===== src/rtl/trd_pkg.sv =====
`default_nettype none
package trd_pkg;

  localparam logic [6:0] HDR_COUNT_MASK = 7'h7F;
  localparam int unsigned HDR_REPEAT_BIT = 7;
  localparam int unsigned BITS_PER_BYTE = 8;

  localparam logic [2:0] BPP_RESET = 3'd3;
  localparam logic [2:0] BPP_MIN = 3'd2;
  localparam logic [2:0] BPP_MAX = 3'd4;

  typedef enum logic {
    REG_BYTES_PER_PIXEL = 1'b0,
    REG_IMAGE_PIXEL_COUNT = 1'b1
  } trd_reg_idx_t;

  typedef struct packed {
    logic [31:0] pixel_value;
    logic [7:0]  run_length;
    logic        image_done;
  } trd_result_t;

endpackage
`default_nettype wire


===== src/rtl/trd_out_buf.sv =====
`default_nettype none
module trd_out_buf (
  input  wire                       clk,
  input  wire                       rst_n,
  input  wire                       push,
  input  wire trd_pkg::trd_result_t push_data,
  output logic                      full,
  output logic                      out_valid,
  input  wire                       out_ready,
  output trd_pkg::trd_result_t      out_data
);
  import trd_pkg::*;

  // two-entry skid: head feeds the port, tail catches a result during a stall
  logic        head_valid_r;
  logic        tail_valid_r;
  trd_result_t head_r;
  trd_result_t tail_r;
  logic        pop;

  assign pop       = head_valid_r && out_ready;
  assign full      = tail_valid_r;
  assign out_valid = head_valid_r;
  assign out_data  = head_r;

  always_ff @(posedge clk) begin
    if (!rst_n) begin
      head_valid_r <= 1'b0;
      tail_valid_r <= 1'b0;
    end else if (pop) begin
      if (tail_valid_r) begin
        head_r       <= tail_r;
        tail_valid_r <= push;
        if (push) begin
          tail_r <= push_data;
        end
      end else begin
        head_valid_r <= push;
        if (push) begin
          head_r <= push_data;
        end
      end
    end else if (push) begin
      if (!head_valid_r) begin
        head_valid_r <= 1'b1;
        head_r       <= push_data;
      end else begin
        tail_valid_r <= 1'b1;
        tail_r       <= push_data;
      end
    end
  end

endmodule
`default_nettype wire


===== src/rtl/tga_rle_pixel_decoder_core.sv =====
// A byte that completes a pixel has its result registered in the output buffer before it shows on the output.
// Throughput: one byte per cycle while the output buffer is not full; header and partial-pixel bytes give no result.
// A two-entry output buffer lets bytes keep flowing while one result waits.
// Reset (rst_n low, synchronous): decoder idle, bytes_per_pixel 3, image size 0,
// output buffer empty. Bytes are ignored until one with frame_start arrives.
`default_nettype none
module tga_rle_pixel_decoder_core (
  input  wire         clk,
  input  wire         rst_n,
  input  wire         in_valid,
  output logic        in_ready,
  input  wire  [7:0]  in_stream_byte,
  input  wire         in_frame_start,
  output logic        out_valid,
  input  wire         out_ready,
  output logic [31:0] out_pixel_value,
  output logic [7:0]  out_run_length,
  output logic        out_image_done,
  input  wire         psel,
  input  wire         penable,
  input  wire         pwrite,
  input  wire  [2:0]  paddr,
  input  wire  [31:0] pwdata,
  output logic [31:0] prdata,
  output logic        pready
);
  import trd_pkg::*;

  logic [2:0]  bytes_per_pixel_r;
  logic [31:0] image_pixel_count_r;

  logic        expect_header_r, expect_header_nxt;
  logic        repeat_packet_r, repeat_packet_nxt;
  logic [7:0]  packet_pixels_left_r, packet_pixels_left_nxt;
  logic [1:0]  pixel_byte_index_r, pixel_byte_index_nxt;
  logic [31:0] pixel_accumulator_r, pixel_accumulator_nxt;
  logic [31:0] pixels_remaining_r, pixels_remaining_nxt;

  logic        hdr_c, rep_c;
  logic [7:0]  left_c;
  logic [1:0]  idx_c, idx_inc;
  logic [31:0] acc_c, acc_new, rem_c;
  logic [2:0]  eff_bpp;
  logic [7:0]  run;
  logic        emit;
  logic        accept;
  logic        buf_full;
  trd_result_t result;
  trd_result_t out_data;
  trd_reg_idx_t reg_idx;
  logic        cfg_wr;

  // configuration port
  assign pready  = 1'b1;
  assign reg_idx = trd_reg_idx_t'(paddr[2]);
  assign cfg_wr  = psel && penable && pwrite && pready;

  always_comb begin
    unique case (reg_idx)
      REG_BYTES_PER_PIXEL:   prdata = {29'd0, bytes_per_pixel_r};
      REG_IMAGE_PIXEL_COUNT: prdata = image_pixel_count_r;
      default:               prdata = 32'd0;
    endcase
  end

  always_ff @(posedge clk) begin
    if (!rst_n) begin
      bytes_per_pixel_r   <= BPP_RESET;
      image_pixel_count_r <= 32'd0;
    end else if (cfg_wr) begin
      unique case (reg_idx)
        REG_BYTES_PER_PIXEL:   bytes_per_pixel_r   <= pwdata[2:0];
        REG_IMAGE_PIXEL_COUNT: image_pixel_count_r <= pwdata;
        default: ;
      endcase
    end
  end

  assign eff_bpp = (bytes_per_pixel_r < BPP_MIN) ? BPP_MIN :
                   (bytes_per_pixel_r > BPP_MAX) ? BPP_MAX : bytes_per_pixel_r;

  assign in_ready = !buf_full;
  assign accept   = in_valid && in_ready;

  always_comb begin
    // frame_start clears the decoder before the byte is looked at
    hdr_c  = in_frame_start ? 1'b1 : expect_header_r;
    rep_c  = in_frame_start ? 1'b0 : repeat_packet_r;
    left_c = in_frame_start ? 8'd0 : packet_pixels_left_r;
    idx_c  = in_frame_start ? 2'd0 : pixel_byte_index_r;
    acc_c  = in_frame_start ? 32'd0 : pixel_accumulator_r;
    rem_c  = in_frame_start ? image_pixel_count_r : pixels_remaining_r;

    expect_header_nxt      = hdr_c;
    repeat_packet_nxt      = rep_c;
    packet_pixels_left_nxt = left_c;
    pixel_byte_index_nxt   = idx_c;
    pixel_accumulator_nxt  = acc_c;
    pixels_remaining_nxt   = rem_c;
    emit                   = 1'b0;
    run                    = 8'd1;
    idx_inc                = idx_c + 2'd1;
    acc_new                = acc_c | ({24'd0, in_stream_byte} << {idx_c, 3'b000});

    if (rem_c != 32'd0) begin
      if (hdr_c) begin
        packet_pixels_left_nxt = {1'b0, in_stream_byte[6:0] & HDR_COUNT_MASK} + 8'd1;
        repeat_packet_nxt      = in_stream_byte[HDR_REPEAT_BIT];
        expect_header_nxt      = 1'b0;
        pixel_byte_index_nxt   = 2'd0;
        pixel_accumulator_nxt  = 32'd0;
      end else if (idx_inc != 2'd0 && {1'b0, idx_inc} < eff_bpp) begin
        pixel_byte_index_nxt  = idx_inc;
        pixel_accumulator_nxt = acc_new;
      end else begin
        emit = 1'b1;
        if (rep_c) begin
          // run never exceeds 128, so a clipped run fits in 8 bits
          run = ({24'd0, left_c} > rem_c) ? rem_c[7:0] : left_c;
          packet_pixels_left_nxt = 8'd0;
        end else begin
          run = 8'd1;
          packet_pixels_left_nxt = left_c - 8'd1;
        end
        pixels_remaining_nxt  = rem_c - {24'd0, run};
        pixel_byte_index_nxt  = 2'd0;
        pixel_accumulator_nxt = 32'd0;
        expect_header_nxt     = (packet_pixels_left_nxt == 8'd0);
      end
    end

    result.pixel_value = acc_new;
    result.run_length  = run;
    result.image_done  = (pixels_remaining_nxt == 32'd0);
  end

  always_ff @(posedge clk) begin
    if (!rst_n) begin
      expect_header_r      <= 1'b1;
      repeat_packet_r      <= 1'b0;
      packet_pixels_left_r <= 8'd0;
      pixel_byte_index_r   <= 2'd0;
      pixel_accumulator_r  <= 32'd0;
      pixels_remaining_r   <= 32'd0;
    end else if (accept) begin
      expect_header_r      <= expect_header_nxt;
      repeat_packet_r      <= repeat_packet_nxt;
      packet_pixels_left_r <= packet_pixels_left_nxt;
      pixel_byte_index_r   <= pixel_byte_index_nxt;
      pixel_accumulator_r  <= pixel_accumulator_nxt;
      pixels_remaining_r   <= pixels_remaining_nxt;
    end
  end

  trd_out_buf u_out_buf (
    .clk       (clk),
    .rst_n     (rst_n),
    .push      (accept && emit),
    .push_data (result),
    .full      (buf_full),
    .out_valid (out_valid),
    .out_ready (out_ready),
    .out_data  (out_data)
  );

  assign out_pixel_value = out_data.pixel_value;
  assign out_run_length  = out_data.run_length;
  assign out_image_done  = out_data.image_done;

endmodule
`default_nettype wire


===== config.mk =====
export PLATFORM = sky130hd
export DESIGN_NAME = tga_rle_pixel_decoder_core
export DESIGN_NICKNAME = d
export VERILOG_FILES = /design/src/rtl/trd_pkg.sv /design/src/rtl/trd_out_buf.sv /design/src/rtl/tga_rle_pixel_decoder_core.sv
export SDC_FILE = /design/constraint.sdc
export NUM_CORES = 1
export LEC_CHECK = 0
export ABC_AREA = 1
export BUFFER_PORTS_ARGS = -buffer_cell sky130_fd_sc_hd__buf_4
export CORE_MARGIN = 10
export CORE_UTILIZATION = 45
export DETAILED_ROUTE_END_ITERATION = 16
export SKIP_LAST_GASP = 1
export SYNTH_ARGS = -nofsm -noshare
export SYNTH_HDL_FRONTEND = slang
export SYNTH_SLANG_ARGS = --single-unit

===== constraint.sdc =====
create_clock -name clk -period 15.8 [get_ports clk]
set_clock_uncertainty 0.2 [all_clocks]
set_input_delay 1.58 -clock clk [delete_from_list [all_inputs] [get_ports clk]]
set_output_delay 1.58 -clock clk [all_outputs]
set_load 0.01 [all_outputs]

==> results of run 1 <==
cells in the final DEF (no fill, tap or decap), types with 2 or more instances in the layout:
master                      instances
sky130_fd_sc_hd__o21bai_1           7
sky130_fd_sc_hd__o211ai_1          57
sky130_fd_sc_hd__nand2_1          504
sky130_fd_sc_hd__o221ai_1           4
sky130_fd_sc_hd__nor3_1             9
sky130_fd_sc_hd__nor2_2             7
sky130_fd_sc_hd__o21ai_0          122
sky130_fd_sc_hd__o2111ai_1          2
sky130_fd_sc_hd__edfxtp_1          82
sky130_fd_sc_hd__clkbuf_16         17
sky130_fd_sc_hd__buf_4            133
sky130_fd_sc_hd__nand2_2           27
sky130_fd_sc_hd__inv_2              7
sky130_fd_sc_hd__dfxtp_1          113
sky130_fd_sc_hd__a21oi_1           88
sky130_fd_sc_hd__nand4_1           33
sky130_fd_sc_hd__nor2_1           103
sky130_fd_sc_hd__ha_1              17
sky130_fd_sc_hd__nor2_4             5
sky130_fd_sc_hd__inv_8              6
sky130_fd_sc_hd__nand3_1           58
sky130_fd_sc_hd__inv_1            235
sky130_fd_sc_hd__o21ai_1            4
sky130_fd_sc_hd__xnor2_1            2
sky130_fd_sc_hd__nand3_2            3
sky130_fd_sc_hd__a211oi_1           2
sky130_fd_sc_hd__clkinv_8           5
sky130_fd_sc_hd__o21ai_2            4
sky130_fd_sc_hd__clkinv_1           7
sky130_fd_sc_hd__or2_2              4
sky130_fd_sc_hd__xor2_1             8
report_power, final:
group	internal (mW)	leakage, nW	switching [mW]
combinational	0.0575	4.27	0.119
clock	0.216	0.296	0.233
sequential	0.537	1.71	0.00692
routing by layer:
layer	vias up	GRT usage (%)
met2	274	34.9
li1	5302	-
met5	-	0
met4	0	7.44
met1	4731	23.9
met3	39	3.17
flip-flops by register name, indices dropped and copies added (netlist names):
name                  cells
image_pixel_count_r      32
pixels_remaining_r       32
u_out_buf.tail_r         41
expect_header_r           1
u_out_buf.out_valid       1
packet_pixels_left_r      8
pixel_byte_index_r        2
u_out_buf.full            1
pixel_accumulator_r      32
u_out_buf.out_data       41
repeat_packet_r           1
bytes_per_pixel_r         3
worst max-delay path by stage:
| stage | end | slack, ns | depth (start not counted) |
|---|---|---|---|
| after global routing | u_out_buf.out_data[16] | 8.34 | 17 |
| after global placement | u_out_buf.out_data[6] | 8.45 | 17 |
| final | u_out_buf.out_data[0] | 8.76 | 17 |
| after CTS | u_out_buf.out_data[16] | 8.77 | 17 |
| after floorplan | u_out_buf.tail_r[0] | 8.43 | 17 |
| after detailed placement | u_out_buf.out_data[2] | 8.32 | 17 |
per-stage QoR:
step / std cells / total power [mW]
finish: 2013 / 1.17
global placement: 1981 / 0.729
global route: 2013 / 1.22
CTS: 2013 / 1.17
detailed placement: 1981 / 0.731
floorplan: 1603 / 0.681
worst max-delay path, cell delays in order:
cell,delay [ns]
sky130_fd_sc_hd__buf_4,0.51
sky130_fd_sc_hd__inv_8,0.29
sky130_fd_sc_hd__nand2_1,0.55
sky130_fd_sc_hd__clkinv_1,0.45
sky130_fd_sc_hd__ha_1,0.43
sky130_fd_sc_hd__ha_1,0.28
sky130_fd_sc_hd__nand2_1,0.04
sky130_fd_sc_hd__o21bai_1,0.16
sky130_fd_sc_hd__nand3_2,0.19
sky130_fd_sc_hd__nand2_1,0.12
sky130_fd_sc_hd__inv_2,0.35
sky130_fd_sc_hd__nand2_2,0.33
sky130_fd_sc_hd__nor2_1,0.33
sky130_fd_sc_hd__inv_1,0.10
sky130_fd_sc_hd__o21ai_0,0.09
sky130_fd_sc_hd__inv_1,0.11
sky130_fd_sc_hd__nor2_4,0.83
synthesized netlist by cell type, types with 2 or more instances:
cell                        count
sky130_fd_sc_hd__o221ai_1       4
sky130_fd_sc_hd__or2_2          4
sky130_fd_sc_hd__buf_8          2
sky130_fd_sc_hd__xor2_1         8
sky130_fd_sc_hd__edfxtp_1      82
sky130_fd_sc_hd__dfxtp_1      113
sky130_fd_sc_hd__buf_4          2
sky130_fd_sc_hd__nor2_4         4
sky130_fd_sc_hd__o21ai_0      122
sky130_fd_sc_hd__buf_6         10
sky130_fd_sc_hd__buf_2          9
sky130_fd_sc_hd__nand3_1       58
sky130_fd_sc_hd__nand2_1      504
sky130_fd_sc_hd__o21bai_1       7
sky130_fd_sc_hd__buf_1          5
sky130_fd_sc_hd__o21ai_2        4
sky130_fd_sc_hd__clkbuf_1      51
sky130_fd_sc_hd__ha_1          17
sky130_fd_sc_hd__nand4_1       33
sky130_fd_sc_hd__nor3_1        10
sky130_fd_sc_hd__nor2_1       105
sky130_fd_sc_hd__inv_1        235
sky130_fd_sc_hd__xnor2_1        2
sky130_fd_sc_hd__o211ai_1      57
sky130_fd_sc_hd__clkinv_1       6
sky130_fd_sc_hd__nor2_2         6
sky130_fd_sc_hd__inv_2          7
sky130_fd_sc_hd__nand2_2       27
sky130_fd_sc_hd__a21oi_1       88
sky130_fd_sc_hd__a211oi_1       2
sky130_fd_sc_hd__o21ai_1        4
sky130_fd_sc_hd__nand3_2        3
sky130_fd_sc_hd__o2111ai_1      2
cell families (layout without fill, tap and decap cells):
family | after synthesis | after routing | synth area share (%)
simple gates | 757 | 757 | 28.2
buf+inv | 328 | 414 | 12.0
compound gates | 294 | 294 | 14.9
flops | 195 | 195 | 42.0
fa+ha+maj | 18 | 18 | 2.07
xor+xnor | 10 | 10 | 0.778
other cells | 1 | 1 | 0.0333
area by class of cell:
type	count	area (sq um)
Tap cell	324	405
Clock buffer	17	425
Multi-Input combinational cell	1080	5190
Inverter	249	942
Fill cell	2449	11600
Timing Repair Buffer	133	998
Clock inverter	15	180
Sequential cell	195	4720
==> results.cfg, run 1 <==
[logic_synthesis]
synthesis.nets = 1672
synth_cell_type_count = 43
synth_ff_type = sky130_fd_sc_hd__dfxtp_1
synth.yosys.warnings = 0
synth_edf_count = 82
synth_top_area_share_pct = 21.9
ys_seq_area_share_pct = 42.0
post_synth_inst_count = 1603
synth_top_cell_by_area = sky130_fd_sc_hd__edfxtp_1
synth-async-reset-ratio_pct = 0
syn-cell-area_sq_um = 11300
synth_seq_cells = 195
syn-mean-instance-area_sq_um = 7.02
synth_area_leaders = sky130_fd_sc_hd__edfxtp_1 22%, sky130_fd_sc_hd__dfxtp_1 20%, sky130_fd_sc_hd__nand2_1 17%, sky130_fd_sc_hd__inv_1 7.8%, sky130_fd_sc_hd__o21ai_0 5.4%

[clocking]
clk_pin_slew_ns = 0.08
clk_root_buffer_cell = sky130_fd_sc_hd__clkbuf_16
cts_buffer_depth = 2
cts.sink_count = 195
postCtsSetupBuffers = 0
hold_buffers = 0
tritoncts = yes
ctsHtreeMaxLevel = 4
cts_inserted_buffers = 17
clock_latency_ns = 0.44
cts.repair.resized = 0

[hold_path]
worstHoldStart = pixels_remaining_r[27]
timing.hold.worst_endpoint = pixels_remaining_r[27]
hp-class = reg -> reg
holdPathStages = 2

[pwr]
p_leak_nw = 6.27
power_density_over_the_cells_nw_per_um2 = 90.9
irDropWorstVdd_uv = 59.1

[critical_path]
peak_fanout_along_the_critical_path = 63
worst_flop_to_flop_path_endpoint = u_out_buf.out_data[0]
crit_start = in_frame_start
criticalPathCategory = in -> reg
ff2ff_path_depth = 29
crit-reg2reg-launch = image_pixel_count_r[6]
crit_path_start_kind = input port
timing.critical_path.arrival_ns = 6.90
crit_required_ns = 15.66
reg2reg_setup_slack_ns = 10.60
cp-end-kind = register

[route]
met2RoutedLength_microns = 15700
highest-signal-layer = met4
detail_route.drc_violations = 0
routedWlPerCell_microns = 15.8
viasPerCell = 5.14
pre_antenna_drt_iters = 5
finalWirelength_microns = 31800
dr.first_iter.drc_count = 752
ant_nets = 0
met1_length_microns = 13400
vias = 10300
met3_length_microns = 1780

[placement]
place_ws_ns = 8.32
port_buffers = 123
hpwl_microns = 22100
routabilityCongestion = 0.852
postPlaceCellArea_sq_um = 12300

[sta]
transition_time_at_the_pin_with_the_least_slew_margin_ns = 1.13
setup_total_negative_slack_ns = 0
hold_slack_ns = 0.269
max_freq_ghz = 0.142
final_worst_slack_ns = 8.76
timing.slew.headroom_pct = 24.6
slew_violations = 0
report.final.setup_viol = 0
post-route-min-period_ns = 7.04
grt_setup_unrepaired = no
timing.final.hold_violations = 0
post-route-period-util_pct = 44.5

[floorplan]
num_io_pins = 127
design.die.area_sq_um = 31700
die_width_microns = 178
fp.dieH_microns = 178
core_area_sq_um = 24500
core.rowCount = 57
initial_core_util_pct = 46.0

[flow_run]
maxCapViolCount = 0

[global_routing]
grt_overflow_total = 0
grt_first_pass_wirelength_microns = 51200
grt_max_degree = 81
antenna_found_initial = 0
global_route_total_usage_across_every_layer_pct = 19.9
grt_pass1_vias = 9927

[final_layout]
finish.instance_area_sq_um = 12900
syn2layout_area_growth_pct = 14.3
fin_nets = 1745
layout.core_utilization_pct = 52.6
drive_gt1_share_pct = 13.3
n_antenna_cell = 0

[outcome]
outcome = completed
(Power assumes the default switching activity.)
==> run 2, diff against run 1 <==
clock period = 7 ns   (was 15.8 ns; I/O delays follow)
==> run 2 against run 1 <==
Against the previous run:
- highest routed layer unchanged
- count of clock-buffer cells in the layout unchanged
- critical endpoint unchanged
- clock power increased by 140%
- sequential share of layout area down 0.24 points
- sequential power is 130% higher
- total power rose by 130%
==> results.cfg, run 2 (same netlist as run 1, synthesis figures left out) <==
[outcome]
outcome = completed

[sta]
setup_total_negative_slack_ns = 0
grt_setup_unrepaired = no
timing.final.hold_violations = 0
post-route-period-util_pct = 80.6
post-route-min-period_ns = 5.64
timing.slew.headroom_pct = 29.4
transition_time_at_the_pin_with_the_least_slew_margin_ns = 1.06
report.final.setup_viol = 0
max_freq_ghz = 0.177
hold_slack_ns = 0.264
slew_violations = 0

[pwr]
p_leak_nw = 6.31
irDropWorstVdd_uv = 162
totalPowerFinal_mw = 2.72
power_density_over_the_cells_nw_per_um2 = 210

[critical_path]
peak_fanout_along_the_critical_path = 63
worst_path_largest_cell_delay_ns = 0.43
standard_cell_with_the_maximum_stage_delay_on_the_critical_path = sky130_fd_sc_hd__nor4_4
timing.critical_path.arrival_ns = 5.61
crit_path_start_kind = input port
crit_required_ns = 6.97
cp_most_frequent_cell = sky130_fd_sc_hd__nand2_1
cp-end-kind = register
criticalPathCategory = in -> reg

[placement]
routabilityCongestion = 0.877
postPlaceCellArea_sq_um = 12300
numPlacedInstances = 1984
port_buffers = 123
hpwl_microns = 22500

[clocking]
hold_buffers = 0
cts.sink_count = 195
tritoncts = yes
clk_root_buffer_cell = sky130_fd_sc_hd__clkbuf_16
ctsHtreeMaxLevel = 4
clock_latency_ns = 0.44
cts_buffer_depth = 2
cts_inserted_buffers = 17
cts.repair.resized = 0
clk_pin_slew_ns = 0.08
postCtsSetupBuffers = 0

[route]
dr.first_iter.drc_count = 688
routedWlPerCell_microns = 15.7
ant_nets = 0
viasPerCell = 5.10
vias = 10300
detail_route.drc_violations = 0
finalWirelength_microns = 31700
pre_antenna_drt_iters = 5

[global_routing]
grt_first_pass_wirelength_microns = 50900
grt_max_degree = 81
grt_overflow_total = 0
antenna_found_initial = 0
global_route_total_usage_across_every_layer_pct = 19.8
grt_pass1_vias = 9697

[flow_run]
maxCapViolCount = 0

[final_layout]
final_layout_fill_cell_count = 2441
mostFrequentLayoutCells = 504 x sky130_fd_sc_hd__nand2_1, 235 x sky130_fd_sc_hd__inv_1, 136 x sky130_fd_sc_hd__buf_4, 122 x sky130_fd_sc_hd__o21ai_0, 113 x sky130_fd_sc_hd__dfxtp_1
syn2layout_area_growth_pct = 15.1
fin_nets = 1748
finish.cell_count_without_fillers = 2016
finish.instance_area_sq_um = 13000
layout_commonest_cell = sky130_fd_sc_hd__nand2_1
n_antenna_cell = 0
drive_gt1_share_pct = 13.5

[hold_path]
hp-class = reg -> reg

[floorplan]
num_io_pins = 127
design.die.area_sq_um = 31700
initial_core_util_pct = 46.0
core_area_sq_um = 24500
core.rowCount = 57
fp.dieH_microns = 178
die_width_microns = 178
## run 2: per-stage QoR
| step | util [%] | worst slack, ns |
|---|---|---|
| after floorplan | - | 0.508 |
| after global placement | 50.2 | 0.979 |
| after detailed placement | 50.2 | 0.998 |
| after CTS | 53.0 | 1.45 |
| after global routing | 53.0 | 0.966 |
| final | 53.0 | 1.36 |
## run 2: area by class of cell
cell class	count	area, sq um	share of cell area, %
repair buffers	136	1020	7.88
multi-input cells	1080	5190	40.1
inverters	249	942	7.27
well taps	324	405	3.13
flip-flops and latches	195	4720	36.5
clock inverters	15	241	1.86
clock buffers	17	425	3.28
## run 2: worst max-delay path: cells and delay by family
kind / cells / cell delay [ns]
AOI/OAI and AO/OA: 3 / 0.31
adders and majority gates: 2 / 0.69
and+or+nand+nor: 21 / 3.14
buffers and inverters: 4 / 0.72
## run 2: final timing paths
kind	startpoint	to	slack, ns	depth (start not counted)
setup / recovery	in_frame_start	u_out_buf.out_data[0]	1.36	30
hold / removal	pixels_remaining_r[27]	pixels_remaining_r[27]	0.26	2
setup reg to reg	image_pixel_count_r[6]	u_out_buf.out_data[0]	1.86	29
hold reg to reg	pixels_remaining_r[27]	pixels_remaining_r[27]	0.26	2
## run 2: report_power, final
group,switching [mW],total [mW],internal (mW)
Combinational,0.267,0.398,0.131
Sequential,0.0159,1.23,1.21
Clock,0.531,1.10,0.564
## run 2: layer usage
layer	wire (microns)	global-route usage, %	part of all wire [%]	vias up
met5	0	0	0	-
met4	604	5.75	1.9	0
met3	1380	2.94	4.4	37
met2	15900	35.2	50	209
met1	13800	24.4	43	4735
li1	-	-	-	5305
==> run 3, diff against run 2 <==
ABC_AREA = 0   (was 1)
PLACE_DENSITY = 0.67   (was default)
clock period = 4.94 ns   (was 7 ns; I/O delays follow)
==> run 3 against run 2 <==
Against the previous run:
- the flow now finishes with violations (negative setup slack)
- sequential power is 38% higher
- non-clock buffer count is 170 higher
- design area is 8.2% higher
- synthesized cell count is 24% lower
- register-to-register slack worse by 2.5 ns
- combinational power is 41% higher
- count of clock-buffer cells in the layout stayed put
- critical path type is now reg -> reg
- largest power group unchanged
==> results.cfg, run 3 <==
[outcome]
outcome = complete, but fails checks
violations = negative setup slack

[clocking]
ctsHtreeMaxLevel = 4
hold_buffers = 0
cts_inserted_buffers = 17
cts.sink_count = 195
tritoncts = yes
clock_latency_ns = 0.45
clk_pin_slew_ns = 0.08
clk_root_buffer_cell = sky130_fd_sc_hd__clkbuf_16
cts_buffer_depth = 2

[floorplan]
initial_core_util_pct = 45.9
num_io_pins = 127
fp.dieH_microns = 172
core.rowCount = 55
die_width_microns = 172
design.die.area_sq_um = 29600
core_area_sq_um = 22700

[pwr]
power_frac_seq_pct = 44.9
p_leak_nw = 5.83
netSwitchingPower_mw = 1.12
irDropWorstVdd_uv = 207
comb_power_share_pct = 14.8
power_density_over_the_cells_nw_per_um2 = 270
share_clk_of_total_power_pct = 40.3
power.internal_mw = 2.67
netSwitchingFraction_pct = 29.6

[final_layout]
final_layout_fill_cell_count = 2007
n_antenna_cell = 0
syn2layout_area_growth_pct = 34.6
fin_nets = 1523
drive_gt1_share_pct = 29.4
multi_input_comb_area_sq_um = 5850
finish.instance_area_sq_um = 14000
seqCellArea_sq_um = 4730
mostFrequentLayoutCells = 300 x sky130_fd_sc_hd__buf_4, 217 x sky130_fd_sc_hd__nand2_1, 141 x sky130_fd_sc_hd__nor2_1, 111 x sky130_fd_sc_hd__dfxtp_1, 98 x sky130_fd_sc_hd__a21oi_1
layout_commonest_cell = sky130_fd_sc_hd__buf_4

[route]
viasPerCell = 5.63
detail_route.drc_violations = 0
vias = 9869
dr.first_iter.drc_count = 814
finalWirelength_microns = 32600
ant_nets = 0
pre_antenna_drt_iters = 6
routedWlPerCell_microns = 18.6

[logic_synthesis]
ys_seq_area_share_pct = 45.4
synth_cell_type_count = 76
syn-cell-area_sq_um = 10400
synth_top_area_share_pct = 23.6
syn-mean-instance-area_sq_um = 8.59
post_synth_inst_count = 1213
synth_edf_count = 82
synth-async-reset-ratio_pct = 0
synth_ff_type = sky130_fd_sc_hd__dfxtp_1
synthesis.nets = 1282
netlist_top_cells_count = 220 x sky130_fd_sc_hd__nand2_1, 143 x sky130_fd_sc_hd__nor2_1, 113 x sky130_fd_sc_hd__dfxtp_1
synth_area_leaders = sky130_fd_sc_hd__edfxtp_1 24%, sky130_fd_sc_hd__dfxtp_1 22%, sky130_fd_sc_hd__nand2_1 7.9%, sky130_fd_sc_hd__nor2_1 5.2%, sky130_fd_sc_hd__a21oi_1 4.9%
synth.yosys.warnings = 0
synth_seq_cells = 195
synth_top_cell_by_area = sky130_fd_sc_hd__edfxtp_1
yosysMostFrequentCell = sky130_fd_sc_hd__nand2_1

[sta]
setup_total_negative_slack_ns = -2.95
max_freq_ghz = 0.180
transition_time_at_the_pin_with_the_least_slew_margin_ns = 1.10
final_worst_slack_ns = -0.601
post-route-min-period_ns = 5.54
slew_violations = 0
timing.slew.headroom_pct = 26.8
timing.final.hold_violations = 0
post-route-period-util_pct = 112
hold_slack_ns = 0.0698
grt_setup_unrepaired = yes
report.final.setup_viol = 13

[critical_path]
peak_fanout_along_the_critical_path = 4
timing.critical_path.arrival_ns = 5.62
timing.critical_path.cells = or4_4 > a222oi_1 > buf_4 > nand4_1 > buf_4 > a221oi_4 > o31ai_4 > buf_4 > mux2i_2 > nand2b_4 > ha_4 > a21o_1 > a211oi_4 > nand3_2 > buf_4 > a211oi_4 > nand3_1 > xor2_1 > or4_4 > nand2b_4 > o31ai_4
standard_cell_with_the_maximum_stage_delay_on_the_critical_path = sky130_fd_sc_hd__or4_4
timing.critical_path.max_delay_family = compound AO/OA/AOI/OAI gates
cp-end-kind = register
criticalPathCategory = reg -> reg
crit_required_ns = 5.02
crit_path_start_kind = register
worst_path_largest_cell_delay_ns = 0.53
cp_most_frequent_cell = sky130_fd_sc_hd__buf_4
worst-path-buf-inv = 4

[placement]
routabilityCongestion = 0.928
postPlaceCellArea_sq_um = 12800
hpwl_microns = 22700
port_buffers = 123

[hold_path]
hp-class = in -> reg

[global_routing]
grt_pass1_vias = 9267
grt_overflow_total = 0
global_route_total_usage_across_every_layer_pct = 21.2
grt_max_degree = 61
grt_first_pass_wirelength_microns = 50000
antenna_found_initial = 0

[flow_run]
maxCapViolCount = 0
[run 3: changes by cell type after synthesis, moves of 15 or more]
| cell | before | now |
|---|---|---|
| sky130_fd_sc_hd__nor3_1 | 10 | 35 |
| sky130_fd_sc_hd__nor2b_1 | 0 | 17 |
| sky130_fd_sc_hd__nor2_1 | 105 | 143 |
| sky130_fd_sc_hd__o211ai_1 | 57 | 9 |
| sky130_fd_sc_hd__nand3_1 | 58 | 21 |
| sky130_fd_sc_hd__a21oi_1 | 88 | 103 |
| sky130_fd_sc_hd__nand2_2 | 27 | 0 |
| sky130_fd_sc_hd__inv_1 | 235 | 15 |
| sky130_fd_sc_hd__mux2i_1 | 0 | 30 |
| sky130_fd_sc_hd__a22oi_1 | 1 | 41 |
| sky130_fd_sc_hd__o21ai_0 | 122 | 36 |
| sky130_fd_sc_hd__nand4_1 | 33 | 7 |
| sky130_fd_sc_hd__nand2_1 | 504 | 220 |
| sky130_fd_sc_hd__and2_1 | 0 | 33 |
[run 3: worst paths after layout]
kind	startpoint	to	slack [ns]	depth (start not counted)
max reg2reg	pixels_remaining_r[11]	u_out_buf.out_data[0]	-0.60	21
min	pwdata[1]	bytes_per_pixel_r[1]	0.07	3
min reg2reg	pixels_remaining_r[16]	pixels_remaining_r[16]	0.28	2
max	pixels_remaining_r[11]	u_out_buf.out_data[0]	-0.60	21
[run 3: cells by family after synthesis]
| logic type | synth area share (%) |
|---|---|
| xor+xnor | 2.78 |
| simple gates | 24.8 |
| flops | 45.4 |
| compound gates | 17.3 |
| mux | 3.57 |
| buf+inv | 3.88 |
| other cells | 0.0360 |
| fa+ha+maj | 2.23 |
[run 3: worst register-to-register path, delay by kind of cell, from the launching register on]
| family | cells | cell delay [ns] |
|---|---|---|
| buffers and inverters | 4 | 0.74 |
| XOR/XNOR | 1 | 0.20 |
| flip-flops | 1 | 0.33 |
| multiplexers | 1 | 0.19 |
| adder cells (fa/ha/maj) | 1 | 0.19 |
| AND/OR/NAND/NOR | 7 | 1.74 |
| AO/OA/AOI/OAI | 7 | 1.77 |
[run 3: cell type report]
class | instances | share of cell area [%]
inverter | 17 | 0.455
clock buffer | 17 | 3.04
timing repair buffer | 306 | 16.7
clock inverter | 15 | 1.72
sequential | 195 | 33.7
multi-input combinational | 917 | 41.8
tap | 285 | 2.54
[run 3: what timing repair did]
item | in CTS | in global routing
gates resized for setup | 19 | 50
pin swaps | 18 | 23
buffers inserted | 8 | 9
setup endpoints to repair | 21 | 25
[run 3: stage by stage]
step,power (mW),setup WS [ns],utilization (%),cells
final,3.79,-0.601,61.7,1752
after detailed placement,2.24,-0.886,56.4,1703
after CTS,3.77,-0.465,60.1,1743
after global placement,2.24,-0.829,56.4,1703
after floorplan,2.03,-0.761,-,1213
after global routing,3.91,-0.780,61.7,1752
[run 3: layer usage]
metal	global-route usage, %	vias up	share of wire, %
met5	0	-	0
met2	35.8	371	48
met3	3.37	38	6.3
met1	27.3	4669	44
li1	-	4791	-
met4	6.22	0	1.7
[run 3: power by group through the flow]
stage / logic [mW] / clock network (mW) / registers (mW)
floorplan: 0.297 / 0 / 1.74
global placement: 0.499 / 0 / 1.74
detailed placement: 0.499 / 0 / 1.74
CTS: 0.522 / 1.55 / 1.70
global route: 0.606 / 1.60 / 1.70
finish: 0.561 / 1.52 / 1.70
